$ cat src/rtl/core/cbss_pkg.sv
// ----------------------------------------------------------------------------
// cbss_pkg
// Shared types and constants of the CDF binary search sampler: field widths,
// stream packing offsets, codes and the controller/datapath command bundles.
// ----------------------------------------------------------------------------
package cbss_pkg;

    // Default table depth handed down from the top level
    localparam int DEFAULT_TABLE_DEPTH = 1024;

    // Field widths fixed by the item format
    localparam int KIND_W   = 1;
    localparam int EIDX_W   = 10;
    localparam int WEIGHT_W = 32;
    localparam int COUNT_W  = 11;
    localparam int CIDX_W   = 10;
    localparam int CFG_IDX_W  = 8;
    localparam int CFG_DATA_W = 32;

    // Slave-side tdata layout, lowest bit first, padded to whole bytes
    localparam int S_EIDX_LSB   = 0;
    localparam int S_EWGT_LSB   = S_EIDX_LSB + EIDX_W;
    localparam int S_TWGT_LSB   = S_EWGT_LSB + WEIGHT_W;
    localparam int S_PAYLOAD_W  = S_TWGT_LSB + WEIGHT_W;
    localparam int S_TDATA_W    = ((S_PAYLOAD_W + 7) / 8) * 8;

    // Master-side tdata layout
    localparam int M_TDATA_W    = ((CIDX_W + 7) / 8) * 8;

    // Item kinds carried in tuser
    localparam logic [KIND_W-1:0] KIND_WRITE = 1'b0;
    localparam logic [KIND_W-1:0] KIND_QUERY = 1'b1;

    // Configuration register indexes
    localparam logic [CFG_IDX_W-1:0] REG_ENTRY_COUNT  = 8'd0;
    localparam logic [CFG_IDX_W-1:0] REG_TOTAL_WEIGHT = 8'd1;

    // Controller to datapath commands
    typedef struct packed {
        logic wr;        // store the incoming table entry
        logic load;      // capture target and clamped count, set search bounds
        logic rd;        // read the table at the current midpoint
        logic cmp;       // narrow the bounds from the read data
        logic load_out;  // move the answer into the output register
    } t_cmd;

    // Datapath to controller status
    typedef struct packed {
        logic edge_hit;  // empty table, zero target or target at/above total
        logic converged; // search bounds have met
    } t_status;

endpackage

$ cat src/rtl/core/cbss_ctrl.sv
// ----------------------------------------------------------------------------
// cbss_ctrl
// Sequencer of the CDF binary search sampler: input handshake, search loop
// and result valid.
// ----------------------------------------------------------------------------
module cbss_ctrl
    import cbss_pkg::*;
(
    input  logic              i_clk,
    input  logic              i_rst_n,
    input  logic              i_s_valid,
    input  logic [KIND_W-1:0] i_s_kind,
    output logic              o_s_ready,
    output logic              o_m_valid,
    input  logic              i_m_ready,
    input  t_status           i_status,
    output t_cmd              o_cmd
);

    localparam logic [2:0] ST_IDLE  = 3'd0;
    localparam logic [2:0] ST_CHECK = 3'd1;
    localparam logic [2:0] ST_ADDR  = 3'd2;
    localparam logic [2:0] ST_CMP   = 3'd3;
    localparam logic [2:0] ST_DONE  = 3'd4;

    logic [2:0] r_state;
    logic [2:0] n_state;
    logic       r_out_valid;
    logic       n_out_valid;
    logic       s_accept;
    logic       out_free;

    assign o_s_ready = (r_state == ST_IDLE);
    assign s_accept  = i_s_valid && o_s_ready;
    assign out_free  = !r_out_valid || i_m_ready;

    always_comb begin
        n_state = r_state;
        o_cmd   = '0;
        case (r_state)
            ST_IDLE: begin
                if (s_accept) begin
                    if (i_s_kind == KIND_QUERY) begin
                        o_cmd.load = 1'b1;
                        n_state    = ST_CHECK;
                    end else begin
                        o_cmd.wr = 1'b1;
                    end
                end
            end
            ST_CHECK: begin
                if (i_status.edge_hit) begin
                    n_state = ST_DONE;
                end else begin
                    n_state = ST_ADDR;
                end
            end
            ST_ADDR: begin
                if (i_status.converged) begin
                    n_state = ST_DONE;
                end else begin
                    o_cmd.rd = 1'b1;
                    n_state  = ST_CMP;
                end
            end
            ST_CMP: begin
                o_cmd.cmp = 1'b1;
                n_state   = ST_ADDR;
            end
            ST_DONE: begin
                if (out_free) begin
                    o_cmd.load_out = 1'b1;
                    n_state        = ST_IDLE;
                end
            end
            default: begin
                n_state = ST_IDLE;
            end
        endcase
    end

    always_comb begin
        n_out_valid = r_out_valid;
        if (o_cmd.load_out) begin
            n_out_valid = 1'b1;
        end else if (i_m_ready) begin
            n_out_valid = 1'b0;
        end
    end

    always_ff @(posedge i_clk) begin
        if (!i_rst_n) begin
            r_state     <= ST_IDLE;
            r_out_valid <= 1'b0;
        end else begin
            r_state     <= n_state;
            r_out_valid <= n_out_valid;
        end
    end

    assign o_m_valid = r_out_valid;

    a_result_held: assert property (@(posedge i_clk) disable iff (!i_rst_n)
        (r_out_valid && !i_m_ready) |=> r_out_valid)
        else $error("pending result dropped before it was taken");

    a_no_overwrite: assert property (@(posedge i_clk) disable iff (!i_rst_n)
        o_cmd.load_out |-> (!r_out_valid || i_m_ready))
        else $error("output register overwritten while still pending");

    a_query_starts: assert property (@(posedge i_clk) disable iff (!i_rst_n)
        (s_accept && (i_s_kind == KIND_QUERY)) |=> (r_state == ST_CHECK))
        else $error("accepted query did not start a search");

    a_write_no_result: assert property (@(posedge i_clk) disable iff (!i_rst_n)
        (s_accept && (i_s_kind == KIND_WRITE)) |=> !o_cmd.load_out)
        else $error("write transaction produced a result");

endmodule

$ cat config.mk
export PLATFORM = sky130hd
export DESIGN_NAME = cbss_ctrl
export DESIGN_NICKNAME = d
export VERILOG_FILES = /design/src/rtl/core/cbss_pkg.sv /design/src/rtl/core/cbss_ctrl.sv
export SDC_FILE = /design/constraint.sdc
export NUM_CORES = 1
export LEC_CHECK = 0
export ABC_CLOCK_PERIOD_IN_PS = 1350
export CORE_AREA = 2 2 39 41
export DETAILED_ROUTE_END_ITERATION = 7
export DIE_AREA = 0 0 41 43
export DONT_BUFFER_PORTS = 1
export PLACE_DENSITY_LB_ADDON = 0.15
export SYNTH_ARGS = -nofsm -noshare
export SYNTH_HDL_FRONTEND = slang
export SYNTH_SLANG_ARGS = --single-unit
$ cat constraint.sdc
create_clock -name i_clk -period 1.35 [get_ports i_clk]
set_clock_uncertainty 0.2 [all_clocks]
set_input_delay 0 -clock i_clk [delete_from_list [all_inputs] [get_ports i_clk]]
set_output_delay 0 -clock i_clk [all_outputs]
set_load 0.005 [all_outputs]
==> results.cfg <==
[outcome]
status = finished, final reports clean

[critical_path]
r2r-start = r_state[0]
crit_fanout = 5
endpoint_kind = output port
critPathLaunchType = register
crit_required_ns = 1.15
crit_arrival_ns = 1.05
worst_r2r_path_depth = 3
setup.worst_path.class = register to output port
rr_endpoint = r_state[0]
r2r_setup_slack_ns = 0.14

[clock_network]
htree_levels = 1
path_clk_slew_ns = 0.04
cts_root_buffer = clkbuf_4
clock_path_buffers = 2
cts.sinks = 4
post_cts_buffers = 0
worstSkewPairLatency_ns = 0.23
cts_buffers = 3
cts_tree = done

[final_layout]
layout_common_cells = dlygate4sd3_1, nand2_1, nor2_1
layout_commonest_cell = dlygate4sd3_1
nFillCells = 159
syn_to_final_growth_pct = 54.4
fin_cells = 57
antennaDiodeCount = 0
drive_above_1_share_pct = 24.4
nets = 50

[sta]
tns_ns = 0
grt_setup_unrepaired = no
min_period_ns = 1.25
drv_slew = 0
slew_headroom_pct = 86.5
period_share_pct = 92.5
hold_viol = 0
fmax_ghz = 0.801
setup_violations = 0
tightest_slew_ns = 0.202

[yosys]
synthesis.area_sq_um = 225
ys_types = 17
synth-seq-cells = 4
ys_seq_area_share_pct = 35.6
netlist_instances = 31
syn-num-nets = 38
avgSynthCellArea_sq_um = 7.27
yosys_warnings = 0

[placed_design]
gp_congestion = 0.608
post-dp-hpwl_um = 415
portBuffers = 0
dp_cells = 48

[die]
start_util_pct = 16.3
core_area_sq_um = 1380
die_x_um = 41
rows = 14
ios = 14
die-height_um = 43
fp.dieArea_sq_um = 1760

[global_route]
grt_max_degree = 8
track_usage_pct = 6.94
antenna_found_initial = 0
grt_pass1_vias = 214
grt-ovfl-total = 0
grt_pass1_wl_um = 759

[power_and_ir_drop]
peakVddDrop_mv = 0.289
clkPwrFrac_pct = 44.2
power_frac_seq_pct = 40.1
leakagePower_nw = 0.149
intPower_w = 0.000252
power_density_nw_per_um2 = 937
switching_share_pct = 22.8
p_sw_w = 0.0000743
combPwrFrac_pct = 15.7

[worst_hold_path]
hold_depth = 3
holdCritStartpoint = i_rst_n
min_path_type = input port to register
hold_path_end = o_m_valid

[routing]
routed_wl_um = 512
drt_first_iter_violations = 0
route.detailed.drc = 0
ant_nets = 0
dr.pass1.iters = 1
viasPerCell = 4.32
vias = 246
wl_per_cell_um = 8.98

[flow_run]
maxCapViolations = 0
## synthesized netlist by cell type
cell	instances	share of area, %
buf_4	1	3.3
a211o_1	1	3.9
nor2b_1	1	2.8
o22ai_1	1	2.8
and3_1	1	2.8
nor3_1	2	4.4
o21ba_1	1	4.4
a21oi_1	2	4.4
o21ai_0	1	2.2
dfxtp_1	4	36
inv_1	3	5.0
nand2_1	4	6.7
and3b_1	1	3.9
nand2b_1	2	5.6
nor2_2	1	2.8
a31oi_1	1	2.8
nor2_1	4	6.7
## state kept, by name, indices dropped and copies added (netlist names)
| register | flops |
|---|---|
| o_m_valid | 1 |
| r_state | 3 |
## power by group through the flow
stage | clock network (W) | logic, W | registers (W)
finish | 0.000144 | 0.0000511 | 0.000131
global placement | 0 | 0.0000344 | 0.000131
detailed placement | 0 | 0.0000346 | 0.000131
floorplan | 0 | 0.0000257 | 0.000130
CTS | 0.000154 | 0.0000509 | 0.000129
global route | 0.000157 | 0.0000581 | 0.000132
## area by class of cell
| type | count | area [sq um] | area share (%) |
|---|---|---|---|
| Clock buffer | 3 | 22.5 | 6.47 |
| Tap cell | 16 | 20.0 | 5.76 |
| Sequential cell | 4 | 82.6 | 23.7 |
| Inverter | 3 | 11.3 | 3.24 |
| Timing Repair Buffer | 8 | 75.1 | 21.6 |
| Multi-Input combinational cell | 23 | 136 | 39.2 |
## through the flow
stage / total power (W) / setup WS [ns] / hold slack [ns] / utilization, % / instance area [sq um]
after floorplan: 0.000155 / 0.167 / -0.169 / - / 225
after global placement: 0.000165 / 0.0863 / -0.163 / 18.3 / 253
after detailed placement: 0.000165 / 0.0907 / -0.164 / 18.3 / 253
after CTS: 0.000333 / 0.00519 / 0.295 / 24.2 / 335
after global routing: 0.000347 / 0.0323 / 0.308 / 25.1 / 348
final: 0.000326 / 0.101 / 0.300 / 25.1 / 348
## kinds of logic (layout without fill, tap and decap cells)
logic type,Yosys count,count (layout),synth area share [%]
AND/OR/NAND/NOR,16,16,35.6
AO/OA/AOI/OAI,7,7,20.6
buffers and inverters,4,14,8.33
flip-flops,4,4,35.6
## what timing repair did
action,4_1_cts,5_1_grt
endpoints found under the hold margin,8,0
setup endpoints to repair,0,4
hold buffers,6,0
resized for setup,0,4
## worst max-delay path, cell delays in order (launching register included)
cell and delay (ns):
dfxtp_1 0.34, nand2b_1 0.18, nor3_2 0.16, buf_4 0.14
## worst max path at each step
stage / from / endpoint / slack, ns / cells past startpoint
floorplan: r_state[0] / r_state[0] / 0.17 / 3
global placement: r_state[0] / r_state[0] / 0.09 / 3
detailed placement: r_state[0] / r_state[0] / 0.09 / 3
CTS: r_state[2] / o_cmd[2] / 0.005 / 3
global route: r_state[2] / o_cmd[2] / 0.03 / 3
finish: r_state[2] / o_cmd[2] / 0.10 / 3
## routing by layer
metal / wire length, um / vias to the layer above / track usage [%]
li1: - / 125 / -
met1: 178 / 115 / 5.18
met2: 304 / 6 / 11.9
met3: 29 / 0 / 3.14
met4: 0 / 0 / 6.00
met5: 0 / - / 0
No activity file was read; power rests on OpenSTA's default activity.
